[src/rtl/cau_pkg.sv]
// ----------------------------------------------------------------------------
// cau_pkg
// Types, constants and helpers shared by the complex arithmetic unit.
// ----------------------------------------------------------------------------
package cau_pkg;

   localparam int DATA_W = 32;
   localparam int PROD_W = 64;
   localparam int SUM_W  = 65;
   localparam int QUO_W  = 33;
   localparam int ROOT_W = 32;
   localparam int STEP_CNT = 33;
   localparam int OP_W   = 3;
   localparam int STAT_W = 2;
   localparam int REQ_W  = 136;
   localparam int RSP_W  = 72;

   typedef enum logic [OP_W-1:0] {
      OP_ADD = 3'd0,
      OP_SUB = 3'd1,
      OP_MUL = 3'd2,
      OP_DIV = 3'd3,
      OP_MAG = 3'd4
   } op_type;

   typedef enum logic [STAT_W-1:0] {
      ST_OK  = 2'd0,
      ST_DZ  = 2'd1,
      ST_OVF = 2'd2
   } status_type;

   typedef struct packed {
      logic [DATA_W-1:0] val;
      logic              ovf;
   } sat_type;

   typedef struct packed {
      logic [OP_W-1:0]   op;
      logic [DATA_W-1:0] fast_re;
      logic [DATA_W-1:0] fast_im;
      logic              fast_ovf;
      logic              neg_re;
      logic              neg_im;
      logic              big_re;
      logic              big_im;
      logic              dz;
   } side_type;

   localparam logic signed [SUM_W-1:0] SAT_MAX = 65'sh0_7fff_ffff;
   localparam logic signed [SUM_W-1:0] SAT_MIN = -65'sh0_8000_0000;

   function automatic sat_type sat32(input logic signed [SUM_W-1:0] v);
      sat_type r;
      if (v > SAT_MAX) begin
         r.val = 32'h7fff_ffff;
         r.ovf = 1'b1;
      end else if (v < SAT_MIN) begin
         r.val = 32'h8000_0000;
         r.ovf = 1'b1;
      end else begin
         r.val = v[DATA_W-1:0];
         r.ovf = 1'b0;
      end
      return r;
   endfunction

endpackage

[src/rtl/cau_isqrt.sv]
// ----------------------------------------------------------------------------
// cau_isqrt
// Pipelined integer square root, one root bit per stage, saturating output.
// ----------------------------------------------------------------------------
module cau_isqrt (
   input  logic                        clock,
   input  logic                        en,
   input  logic [cau_pkg::PROD_W-1:0]  rad,
   output logic [cau_pkg::DATA_W-1:0]  root,
   output logic                        ovf
);
   import cau_pkg::*;

   logic [PROD_W-1:0] r_ff [0:ROOT_W-1];
   logic [ROOT_W-1:0] q_ff [0:ROOT_W-1];
   logic [DATA_W-1:0] root_ff;
   logic              ovf_ff;

   for (genvar k = 0; k < ROOT_W; k++) begin : g_step
      localparam int BIT = ROOT_W - 1 - k;
      logic [PROD_W-1:0] r_prev, r_in;
      logic [ROOT_W-1:0] q_prev, q_in;
      logic [PROD_W:0]   t, diff;
      logic              ge;

      if (k == 0) begin : g_first
         assign r_prev = rad;
         assign q_prev = '0;
      end else begin : g_next
         assign r_prev = r_ff[k-1];
         assign q_prev = q_ff[k-1];
      end

      always_comb begin
         t    = ((PROD_W+1)'(q_prev) << (BIT + 1)) | ((PROD_W+1)'(1) << (2 * BIT));
         diff = {1'b0, r_prev} - t;
         ge   = ({1'b0, r_prev} >= t);
         r_in = ge ? diff[PROD_W-1:0] : r_prev;
         q_in = q_prev;
         q_in[BIT] = ge;
      end

      always_ff @(posedge clock) begin
         if (en) begin
            r_ff[k] <= r_in;
            q_ff[k] <= q_in;
         end
      end
   end

   always_ff @(posedge clock) begin
      if (en) begin
         ovf_ff  <= q_ff[ROOT_W-1][ROOT_W-1];
         root_ff <= q_ff[ROOT_W-1][ROOT_W-1] ? 32'h7fff_ffff : q_ff[ROOT_W-1];
      end
   end

   assign root = root_ff;
   assign ovf  = ovf_ff;

endmodule

[config.mk]
export PLATFORM = sky130hd
export DESIGN_NAME = cau_isqrt
export DESIGN_NICKNAME = d
export VERILOG_FILES = /design/src/rtl/cau_pkg.sv /design/src/rtl/cau_isqrt.sv
export SDC_FILE = /design/constraint.sdc
export NUM_CORES = 2
export LEC_CHECK = 0
export BUFFER_PORTS_ARGS = -buffer_cell sky130_fd_sc_hd__buf_2
export CORE_ASPECT_RATIO = 2
export CORE_MARGIN = 3
export CORE_UTILIZATION = 30
export DETAILED_ROUTE_END_ITERATION = 16
export GPL_TIMING_DRIVEN = 0
export MAX_ROUTING_LAYER = met4
export PLACE_DENSITY = 0.53
export SYNTH_ARGS = -nofsm -noshare
export SYNTH_HDL_FRONTEND = slang
export SYNTH_SLANG_ARGS = --single-unit
[constraint.sdc]
create_clock -name clock -period 5.8 [get_ports clock]
set_clock_uncertainty 0.1 [all_clocks]
set_input_delay 0.58 -clock clock [delete_from_list [all_inputs] [get_ports clock]]
set_output_delay 0.58 -clock clock [all_outputs]
set_load 0.02 [all_outputs]
**After elaboration in Yosys (flattened, before gate mapping)**

Memory sizes are Yosys's and may differ from the RTL's.
Index checks and enable logic that the tools add are counted.

- Bits in writable memories: 3072
- Memories kept: 2
- Register bits after elaboration: 33
- Output and inout bits: 33
- Bits of input ports: 66

- Muxes and demuxes: 34
- Order comparisons: 32
- $add $sub $neg: 32

Memory list:

| name | words | bits a word | read ports | clocked after memory_dff | write ports | RTL line | text |
|---|---|---|---|---|---|---|---|
| r_ff | 32 | 64 | 31 | 0 | 32 | cau_isqrt.sv:14 | `logic [PROD_W-1:0] r_ff [0:ROOT_W-1];` |
| q_ff | 32 | 32 | 32 | 0 | 32 | cau_isqrt.sv:15 | `logic [ROOT_W-1:0] q_ff [0:ROOT_W-1];` |

Operator list:

| kind | count |
|---|---|
| 2-to-1 mux 64 bit | 32 |
| greater-or-equal comparator 64 x 33 -> 1 bit | 1 |
| greater-or-equal comparator 64 x 34 -> 1 bit | 1 |
| greater-or-equal comparator 64 x 35 -> 1 bit | 1 |
| greater-or-equal comparator 64 x 36 -> 1 bit | 1 |
| greater-or-equal comparator 64 x 37 -> 1 bit | 1 |
| greater-or-equal comparator 64 x 38 -> 1 bit | 1 |
| greater-or-equal comparator 64 x 39 -> 1 bit | 1 |
| greater-or-equal comparator 64 x 40 -> 1 bit | 1 |
| greater-or-equal comparator 64 x 41 -> 1 bit | 1 |
| greater-or-equal comparator 64 x 42 -> 1 bit | 1 |
| greater-or-equal comparator 64 x 43 -> 1 bit | 1 |
| greater-or-equal comparator 64 x 44 -> 1 bit | 1 |
| greater-or-equal comparator 64 x 45 -> 1 bit | 1 |
| greater-or-equal comparator 64 x 46 -> 1 bit | 1 |
| greater-or-equal comparator 64 x 47 -> 1 bit | 1 |
| greater-or-equal comparator 64 x 48 -> 1 bit | 1 |
| greater-or-equal comparator 64 x 49 -> 1 bit | 1 |
| greater-or-equal comparator 64 x 50 -> 1 bit | 1 |
| greater-or-equal comparator 64 x 51 -> 1 bit | 1 |
| greater-or-equal comparator 64 x 52 -> 1 bit | 1 |
| greater-or-equal comparator 64 x 53 -> 1 bit | 1 |
| greater-or-equal comparator 64 x 54 -> 1 bit | 1 |
| greater-or-equal comparator 64 x 55 -> 1 bit | 1 |
| other kinds (42) | 43 |

**Depth between registers and ports, before layout**

An unclocked memory read counts as a cell.

- Depth after elaboration: 3
- Depth in mapped cells: 14
- Mapped depth without buffers: 12

**Least setup slack after synthesis**

OpenSTA, ideal clock, no wires.

- Path type: reg-to-reg
- Start: memory r_ff[12][52] (netlist: r_ff[6][52])
- End: memory r_ff[13][55] (netlist: r_ff[6][119]), data pin
- Stages on the path, launching flop included: 11
- Path slack: 2.200 ns
- Data arrival time: 3.228 ns
- Buffers on the path: 1
- Cells stage by stage: edfxtp_1 > or4_4 > or3_1 > or3_1 > or3_1 > or4_4 > a211oi_4 > or3_1 > buf_4 > nor4_1 > xor2_1

RTL lines:

| element | RTL line |
|---|---|
| start: declaration | cau_isqrt.sv:14 |

==> impl_metrics.ini <==
[worst_setup_path]
critPathCaptureType = register
critPathArrivalTime_ns = 6.35
cp-start-kind = register
crit_type = register to register
path_max_fanout = 10
crit_required_ns = 6.28

[power]
vdd.ir_drop.worst_mv = 0.308
total_power_mw = 53.9
powerDensity_nw_per_um2 = 387
p_leak_nw = 50.9

[synth]
syn-instance-count = 9789
yosysWarnings = 0
syn_area_sq_um = 122000
ys_ff_latch = 2544
synth.distinct_cells = 87
async_flop_share_pct = 0
syn-mean-instance-area_sq_um = 12.5
synthFlopType = edfxtp_1
synth-edff-count = 2544
ys_seq_area_share_pct = 62.6
syn_nets = 10413

[floorplan]
die_h_um = 908
initial_utilization_pct = 30.2
io_pins = 99
rows = 330
core_sq_um = 405000
die_w_um = 457
dieArea_sq_um = 415000

[clock_network]
clock_latency_ns = 0.92
cts.sinks = 2544
cts_tree = done
cts_root_buf = clkbuf_16
htreeDepth = 5
clk_pin_slew_ns = 0.06
cts_buffer_depth = 4
post_cts_buffers = 0
numCtsBuffers = 269

[global_route]
grt_max_degree = 188
grt_pass1_wl_um = 511000
grt_overflow_total = 0
antenna_found_initial = 9
track_usage_pct = 17.3
grt_pass1_vias = 85289

[sta]
fin_setup_tns_ns = -0.0699
hold_viol_final = 0
period_share_pct = 101
whs_ns = 0.130
finalSetupViolCount = 1
min_period_ns = 5.87
worst_slew_pin_slew_ns = 1.51
max-slew-margin-rel_pct = -1.87
slew_violations = 3
layout_setup_ws_ns = -0.0699
fmax_mhz = 170

[layout]
drive_above_1_share_pct = 7.12
final_nets = 10885
n_fill_cell = 40161
fin_cells = 15799
final_common_cell = edfxtp_1
layout_common_cells = 2,544 x edfxtp_1, 701 x nor2_1, 697 x inv_1
final_cell_area_sq_um = 139000
area_growth_pct = 14.0

[drt]
vias_per_cell = 4.91
first_pass_iters = 6
drc = 0
vias = 77497
drtAntennaViolNets = 0
wl_per_cell_um = 22.6
finalWirelength_um = 357000
drt_iter0_drc = 3377

[flow_run]
maxCapViolCount = 2

[place]
numPortBuffers = 97
gp_congestion = 0.950
dp_hpwl_um = 286000
placed_cells = 15240
place_area_sq_um = 130000

[run_status]
status = finished with violations
violations = capacitance limit, slew limit, setup timing

[worst_hold_path]
hold_path_class = primary input to register
synth_stat cells, drive strengths merged (59+ instances only):
cell type / instances / area (sq um)
xnor2: 472 / 4130
nand4: 178 / 1120
o21ai: 429 / 2150
or3: 105 / 657
xor2: 408 / 3570
nand2: 632 / 2370
a21o: 206 / 1550
a21oi: 669 / 3350
ha: 558 / 6980
nor4: 353 / 2210
o21a: 102 / 766
nor2b: 67 / 419
or4: 59 / 450
inv: 699 / 2620
mux2: 71 / 800
nand3: 155 / 776
or2: 73 / 457
nor2: 701 / 2630
clkbuf: 194 / 728
nor3: 238 / 1200
nand2b: 111 / 694
edfxtp: 2544 / 76400
routing by layer:
metal,vias up,track usage [%],routed length [um]
met5,-,-,0
met4,0,16.3,41300
met3,1037,1.80,7770
met2,1454,39.8,233000
met1,37458,8.59,75000
li1,37548,-,-
worst paths after layout:
| path | start | end | slack, ns | cells after the start |
|---|---|---|---|---|
| hold reg to reg | q_ff[15][14] | q_ff[15][46] | 0.29 | 0 |
| setup reg to reg | r_ff[14][13] | r_ff[14][99] | -0.07 | 12 |
| hold / removal | en | r_ff[4][125] | 0.13 | 1 |
| setup / recovery | r_ff[14][13] | r_ff[14][99] | -0.07 | 12 |
worst max-delay path, stage by stage, from the launching register on:
cell	delay, ns
edfxtp_1	0.40
ha_1	0.44
nand2_1	0.16
nor4_1	1.24
nand4_1	0.77
nand4_1	0.44
a21o_1	0.12
a31oi_1	0.21
clkbuf_2	0.57
clkinv_2	0.47
nand4_1	0.13
a31oi_1	0.36
xnor2_1	0.10
cell type report:
class	instances	area [sq um]	area share, %
antenna	24	60.1	0.0432
buffer	216	862	0.619
clock buffer	327	7120	5.12
clock inverter	146	1260	0.909
inverter	702	2640	1.89
multi-input combinational	6324	42400	30.5
sequential	2544	76400	54.9
tap	5312	6650	4.78
timing repair buffer	204	1800	1.30
per-stage QoR:
stage	setup WS, ns	util, %
finish	-0.0699	34.4
global route	-0.102	34.4
CTS	0.0000511	34.4
detailed placement	-0.988	32.1
global placement	-37.74	31.9
floorplan	2.20	-
registers in the layout, summed over array words and instances (netlist names):
signal / cells
q_ff: 528
r_ff: 1984
ovf: 1
root: 31
power by group:
group	total (mW)	internal [mW]	switching [mW]
registers	24.9	23.3	1.64
logic	12.1	4.51	7.62
clock network	16.9	9.57	7.30
total	53.9	37.4	16.6
cell families after synthesis:
kind of cell | count (synthesis) | synth area share, %
flip-flops | 2544 | 62.6
adder cells (fa/ha/maj) | 558 | 5.72
buffers and inverters | 921 | 2.84
AND/OR/NAND/NOR | 2919 | 12.2
AO/OA/AOI/OAI | 1888 | 9.60
multiplexers | 78 | 0.712
XOR/XNOR | 880 | 6.31
other | 1 | 0.00307
what timing repair did:
| item | CTS | global route |
|---|---|---|
| setup endpoints to repair | 144 | 4 |
| gates cloned | 0 | 0 |
| pin swaps | 0 | 0 |
| hold buffers | 64 | 0 |
| hold endpoints to repair | 64 | 0 |
| gates resized for setup | 21 | 5 |
Note: power is estimated with default switching activity, not from simulation.
